$ cat config.mk
export PLATFORM = sky130hd
export DESIGN_NAME = number_to_ascii_digit_formatter_core
export DESIGN_NICKNAME = d
export VERILOG_FILES = /design/src/n2a_pkg.sv /design/src/n2a_front.sv /design/src/n2a_fifo.sv /design/src/n2a_back.sv /design/src/number_to_ascii_digit_formatter_core.sv
export SDC_FILE = /design/constraint.sdc
export NUM_CORES = 1
export LEC_CHECK = 0
export ABC_AREA = 1
export BUFFER_PORTS_ARGS = -buffer_cell sky130_fd_sc_hd__buf_4
export CAP_MARGIN = 20
export CORE_AREA = 8 8 198 162
export CTS_CLUSTER_SIZE = 24
export DETAILED_ROUTE_END_ITERATION = 12
export DIE_AREA = 0 0 206 170
export GPL_TIMING_DRIVEN = 0
export PLACE_DENSITY_LB_ADDON = 0.1
export SYNTH_ARGS = -nofsm -noshare
export SYNTH_HDL_FRONTEND = slang
export SYNTH_HIERARCHICAL = 1
export SYNTH_SLANG_ARGS = --single-unit
$ cat constraint.sdc
create_clock -name clk -period 3.75 [get_ports clk]
set_input_delay 0.375 -clock clk [delete_from_list [all_inputs] [get_ports clk]]
set_output_delay 0.375 -clock clk [all_outputs]
set_load 0.01 [all_outputs]
$ cat src/n2a_pkg.sv
// Shared types, codes and helper functions for the number-to-ASCII formatter.
`timescale 1ns / 1ps
package n2a_pkg;

    // Default number width and fixed field widths
    localparam int NUMBER_WIDTH_DEF = 32;
    localparam int VALUE_W          = 32;
    localparam int QUEUE_DEPTH      = 2;
    localparam int MAX_CHARS        = 32;

    // Radix modes
    localparam logic [1:0] FUNC_UDEC = 2'd0;
    localparam logic [1:0] FUNC_SDEC = 2'd1;
    localparam logic [1:0] FUNC_HEX  = 2'd2;
    localparam logic [1:0] FUNC_BIN  = 2'd3;

    // Character codes
    localparam logic [6:0] CH_PLUS  = 7'h2B;
    localparam logic [6:0] CH_MINUS = 7'h2D;
    localparam logic [6:0] CH_ZERO  = 7'h30;
    localparam logic [6:0] CH_A     = 7'h41;

    // Request word
    typedef struct packed {
        logic [1:0]  func;
        logic [31:0] value;
        logic [5:0]  digit_count;
        logic [2:0]  line;
        logic [4:0]  start_column;
    } in_word_t;

    // Character word
    typedef struct packed {
        logic [2:0] out_line;
        logic [5:0] out_column;
        logic [6:0] char_code;
        logic       last;
    } out_word_t;

    // Classified request passed from front to back (magnitude travels beside it)
    typedef struct packed {
        logic [1:0] func;
        logic       neg;
        logic [5:0] len;
        logic [2:0] line;
        logic [4:0] col;
    } cmd_info_t;

    // Decimal digits of the largest w-bit unsigned value (elaboration only)
    function automatic int dec_digits(input int w);
        logic [63:0] m;
        int          n;
        m = (w >= 64) ? 64'hFFFF_FFFF_FFFF_FFFF : ((64'd1 << w) - 64'd1);
        n = 0;
        for (int k = 0; k < 20; k++) begin
            if (m != 64'd0) begin
                m = m / 64'd10;
                n = n + 1;
            end
        end
        return n;
    endfunction

    // Digit value to ASCII: 0-9 then uppercase A-F
    function automatic logic [6:0] ascii_digit(input logic [3:0] d);
        logic [6:0] code;
        if (d < 4'd10)
            code = CH_ZERO + 7'(d);
        else
            code = CH_A + 7'(d) - 7'd10;
        return code;
    endfunction

endpackage

$ cat src/n2a_front.sv
// Front part: takes a request, saturates the digit count, splits off the sign.
`timescale 1ns / 1ps
module n2a_front #(
    parameter int NUMBER_WIDTH = n2a_pkg::NUMBER_WIDTH_DEF
) (
    input  logic                     req_valid,
    output logic                     req_stall,
    input  n2a_pkg::in_word_t        req,
    input  logic                     full,
    output logic                     push,
    output n2a_pkg::cmd_info_t       info,
    output logic [NUMBER_WIDTH-1:0]  mag
);
    import n2a_pkg::*;

    localparam int DEC_D   = dec_digits(NUMBER_WIDTH);
    localparam int DEC_LIM = (DEC_D > MAX_CHARS - 1) ? MAX_CHARS - 1 : DEC_D;
    localparam int HEX_D   = (NUMBER_WIDTH + 3) / 4;
    localparam int HEX_LIM = (HEX_D > MAX_CHARS - 1) ? MAX_CHARS - 1 : HEX_D;
    localparam int BIN_LIM = (NUMBER_WIDTH > MAX_CHARS) ? MAX_CHARS : NUMBER_WIDTH;

    logic [NUMBER_WIDTH-1:0] v;
    logic [5:0]              lim;
    logic                    neg;

    // Number seen at the configured width
    generate
        if (NUMBER_WIDTH <= VALUE_W) begin : g_trunc
            assign v = req.value[NUMBER_WIDTH-1:0];
        end else begin : g_ext
            assign v = {{(NUMBER_WIDTH-VALUE_W){1'b0}}, req.value};
        end
    endgenerate

    // Queue back-pressure
    assign req_stall = full;
    assign push      = req_valid && !full;

    // Classification
    always_comb
    begin
        case (req.func)
            FUNC_HEX: lim = 6'(HEX_LIM);
            FUNC_BIN: lim = 6'(BIN_LIM);
            default:  lim = 6'(DEC_LIM);
        endcase
        neg = (req.func == FUNC_SDEC) && v[NUMBER_WIDTH-1];
        mag = neg ? (~v + 1'b1) : v;
        info.func = req.func;
        info.neg  = neg;
        info.len  = (req.digit_count > lim) ? lim : req.digit_count;
        info.line = req.line;
        info.col  = req.start_column;
    end

endmodule

$ cat src/n2a_fifo.sv
// Short command queue between the front and back parts.
`timescale 1ns / 1ps
module n2a_fifo #(
    parameter int DW    = 8,
    parameter int DEPTH = n2a_pkg::QUEUE_DEPTH
) (
    input  logic          clk,
    input  logic          rst_n,
    input  logic          push,
    input  logic [DW-1:0] wdata,
    input  logic          pop,
    output logic [DW-1:0] rdata,
    output logic          full,
    output logic          empty
);
    import n2a_pkg::*;

    localparam int AW = (DEPTH > 1) ? $clog2(DEPTH) : 1;
    localparam int CW = $clog2(DEPTH + 1);

    logic [DW-1:0] mem_reg [DEPTH];
    logic [AW-1:0] wr_ptr_reg, wr_ptr_next;
    logic [AW-1:0] rd_ptr_reg, rd_ptr_next;
    logic [CW-1:0] count_reg, count_next;

    assign full  = (count_reg == CW'(DEPTH));
    assign empty = (count_reg == '0);
    assign rdata = mem_reg[rd_ptr_reg];

    // Pointer and fill tracking
    always_comb
    begin
        wr_ptr_next = wr_ptr_reg;
        rd_ptr_next = rd_ptr_reg;
        count_next  = count_reg;
        if (push) begin
            wr_ptr_next = (wr_ptr_reg == AW'(DEPTH - 1)) ? '0 : wr_ptr_reg + 1'b1;
        end
        if (pop) begin
            rd_ptr_next = (rd_ptr_reg == AW'(DEPTH - 1)) ? '0 : rd_ptr_reg + 1'b1;
        end
        if (push && !pop)
            count_next = count_reg + 1'b1;
        else if (pop && !push)
            count_next = count_reg - 1'b1;
    end

    always_ff @(posedge clk or negedge rst_n)
    begin
        if (!rst_n) begin
            wr_ptr_reg <= '0;
            rd_ptr_reg <= '0;
            count_reg  <= '0;
        end else begin
            wr_ptr_reg <= wr_ptr_next;
            rd_ptr_reg <= rd_ptr_next;
            count_reg  <= count_next;
        end
    end

    // Entry storage
    always_ff @(posedge clk)
    begin
        if (push)
            mem_reg[wr_ptr_reg] <= wdata;
    end

endmodule

$ cat src/n2a_back.sv
// Back part: binary-to-BCD conversion and character-by-character emission.
`timescale 1ns / 1ps
module n2a_back #(
    parameter int NUMBER_WIDTH = n2a_pkg::NUMBER_WIDTH_DEF
) (
    input  logic                     clk,
    input  logic                     rst_n,
    input  logic                     empty,
    output logic                     pop,
    input  n2a_pkg::cmd_info_t       info,
    input  logic [NUMBER_WIDTH-1:0]  mag,
    output logic                     chr_valid,
    input  logic                     chr_stall,
    output n2a_pkg::out_word_t       chr
);
    import n2a_pkg::*;

    localparam int DEC_D = dec_digits(NUMBER_WIDTH);
    localparam int BW    = 4 * DEC_D;
    localparam int SW    = (BW > NUMBER_WIDTH) ? BW : NUMBER_WIDTH;
    localparam int CW    = $clog2(NUMBER_WIDTH + 1);

    localparam logic [1:0] ST_IDLE  = 2'd0;
    localparam logic [1:0] ST_CONV  = 2'd1;
    localparam logic [1:0] ST_SIGN  = 2'd2;
    localparam logic [1:0] ST_DIGIT = 2'd3;

    logic [1:0]              state_reg, state_next;
    logic [1:0]              func_reg, func_next;
    logic                    neg_reg, neg_next;
    logic [5:0]              len_reg, len_next;
    logic [4:0]              pos_reg, pos_next;
    logic [2:0]              line_reg, line_next;
    logic [5:0]              col_reg, col_next;
    logic [CW-1:0]           cnt_reg, cnt_next;
    logic [NUMBER_WIDTH-1:0] bin_reg, bin_next;
    logic [BW-1:0]           bcd_reg, bcd_next;
    logic                    chr_valid_reg, chr_valid_next;
    out_word_t               chr_reg, chr_next;

    logic                    emit_ok;
    logic                    is_dec;
    logic [BW-1:0]           bcd_adj;
    logic [SW-1:0]           src;
    logic [SW-1:0]           shifted;
    logic [6:0]              shamt;
    logic [3:0]              digit;

    assign chr_valid = chr_valid_reg;
    assign chr       = chr_reg;

    // Output slot is free when empty or being taken this cycle
    assign emit_ok = !chr_valid_reg || !chr_stall;
    assign is_dec  = (func_reg == FUNC_UDEC) || (func_reg == FUNC_SDEC);
    assign pop     = (state_reg == ST_IDLE) && !empty;

    // Add-3 correction of every BCD digit before the shift
    always_comb
    begin
        bcd_adj = bcd_reg;
        for (int k = 0; k < DEC_D; k++) begin
            if (bcd_reg[4*k +: 4] >= 4'd5)
                bcd_adj[4*k +: 4] = bcd_reg[4*k +: 4] + 4'd3;
        end
    end

    // Digit at position pos_reg of the selected radix
    always_comb
    begin
        src     = is_dec ? SW'(bcd_reg) : SW'(bin_reg);
        shamt   = (func_reg == FUNC_BIN) ? {2'b00, pos_reg} : {pos_reg, 2'b00};
        shifted = src >> shamt;
        digit   = (func_reg == FUNC_BIN) ? {3'b000, shifted[0]} : shifted[3:0];
    end

    // Sequencer
    always_comb
    begin
        state_next     = state_reg;
        func_next      = func_reg;
        neg_next       = neg_reg;
        len_next       = len_reg;
        pos_next       = pos_reg;
        line_next      = line_reg;
        col_next       = col_reg;
        cnt_next       = cnt_reg;
        bin_next       = bin_reg;
        bcd_next       = bcd_reg;
        chr_next       = chr_reg;
        chr_valid_next = emit_ok ? 1'b0 : chr_valid_reg;

        case (state_reg)
            ST_IDLE:
            begin
                if (!empty) begin
                    func_next = info.func;
                    neg_next  = info.neg;
                    len_next  = info.len;
                    pos_next  = 5'(info.len - 6'd1);
                    line_next = info.line;
                    col_next  = {1'b0, info.col};
                    bin_next  = mag;
                    bcd_next  = '0;
                    cnt_next  = CW'(NUMBER_WIDTH);
                    if ((info.func == FUNC_UDEC) || (info.func == FUNC_SDEC))
                        state_next = ST_CONV;
                    else if (info.len != 6'd0)
                        state_next = ST_DIGIT;
                end
            end

            ST_CONV:
            begin
                bcd_next = {bcd_adj[BW-2:0], bin_reg[NUMBER_WIDTH-1]};
                bin_next = bin_reg << 1;
                cnt_next = cnt_reg - 1'b1;
                if (cnt_reg == CW'(1)) begin
                    if (func_reg == FUNC_SDEC)
                        state_next = ST_SIGN;
                    else if (len_reg != 6'd0)
                        state_next = ST_DIGIT;
                    else
                        state_next = ST_IDLE;
                end
            end

            ST_SIGN:
            begin
                if (emit_ok) begin
                    chr_valid_next     = 1'b1;
                    chr_next.out_line  = line_reg;
                    chr_next.out_column = col_reg;
                    chr_next.char_code = neg_reg ? CH_MINUS : CH_PLUS;
                    chr_next.last      = (len_reg == 6'd0);
                    col_next           = col_reg + 6'd1;
                    state_next         = (len_reg == 6'd0) ? ST_IDLE : ST_DIGIT;
                end
            end

            ST_DIGIT:
            begin
                if (emit_ok) begin
                    chr_valid_next     = 1'b1;
                    chr_next.out_line  = line_reg;
                    chr_next.out_column = col_reg;
                    chr_next.char_code = ascii_digit(digit);
                    chr_next.last      = (pos_reg == 5'd0);
                    col_next           = col_reg + 6'd1;
                    pos_next           = pos_reg - 5'd1;
                    if (pos_reg == 5'd0)
                        state_next = ST_IDLE;
                end
            end

            default:
            begin
                state_next = ST_IDLE;
            end
        endcase
    end

    // Control registers
    always_ff @(posedge clk or negedge rst_n)
    begin
        if (!rst_n) begin
            state_reg     <= ST_IDLE;
            chr_valid_reg <= 1'b0;
        end else begin
            state_reg     <= state_next;
            chr_valid_reg <= chr_valid_next;
        end
    end

    // Working and payload registers
    always_ff @(posedge clk)
    begin
        func_reg <= func_next;
        neg_reg  <= neg_next;
        len_reg  <= len_next;
        pos_reg  <= pos_next;
        line_reg <= line_next;
        col_reg  <= col_next;
        cnt_reg  <= cnt_next;
        bin_reg  <= bin_next;
        bcd_reg  <= bcd_next;
        chr_reg  <= chr_next;
    end

endmodule

$ cat src/number_to_ascii_digit_formatter_core.sv
// Top level of the number-to-ASCII digit formatter: front, queue and back.
// Timing: the first character is registered; a decimal request first passes through
//   bit-serial BCD conversion, while hex or binary requests go straight to emission.
// Throughput: the back part takes a new request only once it is done with the last;
//   characters then leave one per cycle while chr_stall is low; queue holds 2.
// Reset: asynchronous, active low; clears the queue, sequencer and output valid.
`timescale 1ns / 1ps
module number_to_ascii_digit_formatter_core #(
    parameter int NUMBER_WIDTH = n2a_pkg::NUMBER_WIDTH_DEF
) (
    input  logic               clk,
    input  logic               rst_n,
    input  logic               req_valid,
    output logic               req_stall,
    input  n2a_pkg::in_word_t  req,
    output logic               chr_valid,
    input  logic               chr_stall,
    output n2a_pkg::out_word_t chr
);
    import n2a_pkg::*;

    localparam int QW = NUMBER_WIDTH + $bits(cmd_info_t);

    logic                    push;
    logic                    pop;
    logic                    full;
    logic                    empty;
    cmd_info_t               f_info;
    logic [NUMBER_WIDTH-1:0] f_mag;
    cmd_info_t               b_info;
    logic [NUMBER_WIDTH-1:0] b_mag;
    logic [QW-1:0]           q_wdata;
    logic [QW-1:0]           q_rdata;

    assign q_wdata = {f_info, f_mag};
    assign {b_info, b_mag} = q_rdata;

    n2a_front #(
        .NUMBER_WIDTH (NUMBER_WIDTH)
    ) u_front (
        .req_valid (req_valid),
        .req_stall (req_stall),
        .req       (req),
        .full      (full),
        .push      (push),
        .info      (f_info),
        .mag       (f_mag)
    );

    n2a_fifo #(
        .DW    (QW),
        .DEPTH (QUEUE_DEPTH)
    ) u_fifo (
        .clk   (clk),
        .rst_n (rst_n),
        .push  (push),
        .wdata (q_wdata),
        .pop   (pop),
        .rdata (q_rdata),
        .full  (full),
        .empty (empty)
    );

    n2a_back #(
        .NUMBER_WIDTH (NUMBER_WIDTH)
    ) u_back (
        .clk       (clk),
        .rst_n     (rst_n),
        .empty     (empty),
        .pop       (pop),
        .info      (b_info),
        .mag       (b_mag),
        .chr_valid (chr_valid),
        .chr_stall (chr_stall),
        .chr       (chr)
    );

endmodule

==> flow_summary.yaml <==
status:
  status: "finished clean"
cts:
  cts_hold_buf: 3
  clk_pin_slew_ns: 0.06
  cts-root-buf: "clkbuf_16"
  cts_tree: "yes"
  post-cts-setup-buffers: 0
  clock_path_buffers: 3
  cts-resized-gates: 0
  cts_sinks: 223
  clk_latency_ns: 0.54
  cts_made_buffers: 25
  htreeDepth: 1
power:
  p_clk_share_pct: 17.9
  comb_power_share_pct: 44.9
  p_per_area_mw_per_mm2: 869
  total_power_mw: 12.7
  seq_power_share_pct: 37.2
  p_sw_mw: 5.19
  intPower_mw: 7.54
  leakage_nw: 6.27
  switching_share_pct: 40.8
  irDropWorstVdd_mv: 0.429
setup_path:
  critical-path-top-delay-family: "simple AND/OR/NAND/NOR gates"
  cp_data_required_time_ns: 4.14
  critical_path_class: "flop to flop"
  critPathCaptureType: "flop"
  cp_num_buf_inv: 2
  cp_slowest_stage_delay_ns: 0.51
  slowest_stage: "edfxtp_1"
  startpoint_type: "flop"
  cp-startpoint: "u_back/func_reg[0]"
  path_common_cell: "nand3_1"
  r2r-start: "u_back/func_reg[0]"
  cp.arrival_ns: 3.29
  path_max_fanout: 10
  worstPathCellList: "nand3_2 > clkbuf_1 > nand3_1 > nand3_1 > nand3_1 > nand3_1 > nand3_1 > nand2_1 > nand2_1 > nand3_1 > ha_1 > inv_1 > a21oi_2 > nand3_1 > a21oi_1"
  r2r_setup_slack_ns: 0.85
synthesis:
  synth_nets: 1434
  synth.mux.area_fraction_pct: 5.74
  post_synth_num_cell_types: 45
  synth_top_family_by_area: "simple AND/OR/NAND/NOR gates"
  synth.largest_area_cell: "edfxtp_1"
  syn_area_mm2: 0.0128
  yosysWarnings: 6
  synth_compound_area_share_pct: 6.73
  ys_ff_latch: 223
  synthSimpleGateAreaFrac_pct: 22.6
  synth_area_leaders: "edfxtp_1 51%, nand2_1 8.6%, nand3_1 6.9%"
  yosys.area.top_type_share_pct: 50.6
  synth_xor_area_share_pct: 1.71
  synthTopCellsByCount: "292 x nand2_1, 216 x edfxtp_1, 176 x nand3_1, 151 x inv_1, 102 x nor2_1"
  synthAdderAreaFrac_pct: 2.93
  yosysMostFrequentCell: "nand2_1"
  yosysSeqAreaShare_pct: 52.0
  synth_edf_count: 216
  synthFlopType: "edfxtp_1"
  syn_inst: 1352
  synth-async-reset-ratio_pct: 3.14
  syn_avg_cell_area_um2: 9.48
sta:
  hold_viol: 0
  setup_slack_ns: 0.847
  period_share_pct: 77.4
  finalCriticalPeriod_ns: 2.90
  final_max_slew_viol_count: 0
  holdWs_ns: 0.0231
  rsz0062_at_grt: "false"
  max_freq_mhz: 344
  fin_worst_skew_ns: 0.0146
  setup-tns-final_ns: 0
  relSlewSlack_pct: 38.6
  setup_viol_count_final: 0
  worst_pin_slew_ns: 0.911
route:
  ant_nets: 0
  drt_wl_total_um: 32100
  drt-wirelength-per-cell_um: 17.4
  drt_first_iter_violations: 735
  vias_per_cell: 5.18
  vias: 9552
  drt_first_pass_iters: 5
  remaining_drc_errors: 0
place:
  place_ws_ns: 0.858
  placed_cell_area_mm2: 0.0139
  gp_congestion: 0.940
  dp_hpwl_um: 24000
  io_buffers: 62
  dp_cells: 1796
global_route:
  antenna_found_initial: 0
  grt_pass1_wl_um: 50500
  grt.total_usage_pct: 18.1
  grt-ovfl-total: 0
  grt_pass1_vias: 9138
  grt_start_max_net_pins: 43
die:
  start_util_pct: 44.4
  coreArea_mm2: 0.0289
  ios: 71
  die_area_mm2: 0.0350
  row_count: 56
  die_y_um: 170
  fp.dieW_um: 206
finish:
  fillers: 2712
  n_antenna_cell: 0
  areaGrowthSynthToFinish_pct: 14.3
  fin_nets: 1531
  ff_latch_area_mm2: 0.00666
  fin_util_pct: 50.7
  multi_input_area_mm2: 0.00510
  final_cells: 1845
  largest_reg_flops: 98
  final_area_mm2: 0.0146
  drive_above_1_share_pct: 17.0
min_path:
  min_from: "req[5]"
  hold_class: "input port to flop"
job:
  timing.max_cap.violations: 0
per-layer routing:
| metal | global-route usage [%] | vias up | routed length, µm |
|---|---|---|---|
| met1 | 27.6 | 4430 | 16300 |
| met2 | 26.4 | 277 | 13300 |
| met3 | 2.64 | 48 | 1640 |
| met5 | 0 | - | 0 |
| met4 | 4.53 | 0 | 741 |
| li1 | - | 4797 | - |
kinds of logic after synthesis:
| group | Yosys count |
|---|---|
| buffers and inverters | 223 |
| XOR/XNOR | 25 |
| AND/OR/NAND/NOR | 647 |
| AO/OA/AOI/OAI | 155 |
| multiplexers | 49 |
| adder cells (fa/ha/maj) | 30 |
| flip-flops | 223 |
power groups by stage:
stage | combinational [mW] | clock, mW | sequential [mW]
floorplan | 4.04 | 0 | 4.66
global placement | 5.56 | 0 | 4.81
detailed placement | 5.69 | 0 | 4.78
CTS | 5.73 | 2.34 | 4.74
global route | 6.40 | 2.43 | 4.86
finish | 5.71 | 2.28 | 4.73
cells in the final DEF, fill, tap and decap left out, types with 28 or more instances in the layout:
| master | instances |
|---|---|
| edfxtp_1 | 216 |
| nand4_1 | 28 |
| o21ai_0 | 82 |
| nand2_1 | 291 |
| ha_1 | 30 |
| inv_1 | 150 |
| a21oi_1 | 47 |
| nand3_1 | 176 |
| mux2_4 | 49 |
| nor2_1 | 100 |
| buf_4 | 82 |
worst paths after layout:
path                                    endpoint  depth (start not counted)
max                                u_back/chr[3]                         15
min                        u_fifo/mem_reg[1][37]                          1
max reg2reg                        u_back/chr[3]                         15
min reg2reg                       u_back/chr[16]                          0
max in group asynchronous    u_fifo/count_reg[0]                          2
min in group asynchronous              async pin                          2
cell type report:
class	instances	area share, %
sequential	223	45.5
multi-input combinational	906	34.8
clock buffer	31	4.56
inverter	160	4.12
timing repair buffer	70	3.95
tap	377	3.22
buffer	63	3.18
clock inverter	15	0.649
worst reg2reg max path: cells and delay by family (launching register included):
family	cells	cell delay (ns)
simple gates	10	1.20
flops	1	0.51
buf+inv	2	0.53
fa+ha+maj	1	0.19
compound gates	2	0.33
No activity file was read; power rests on OpenSTA's default activity.
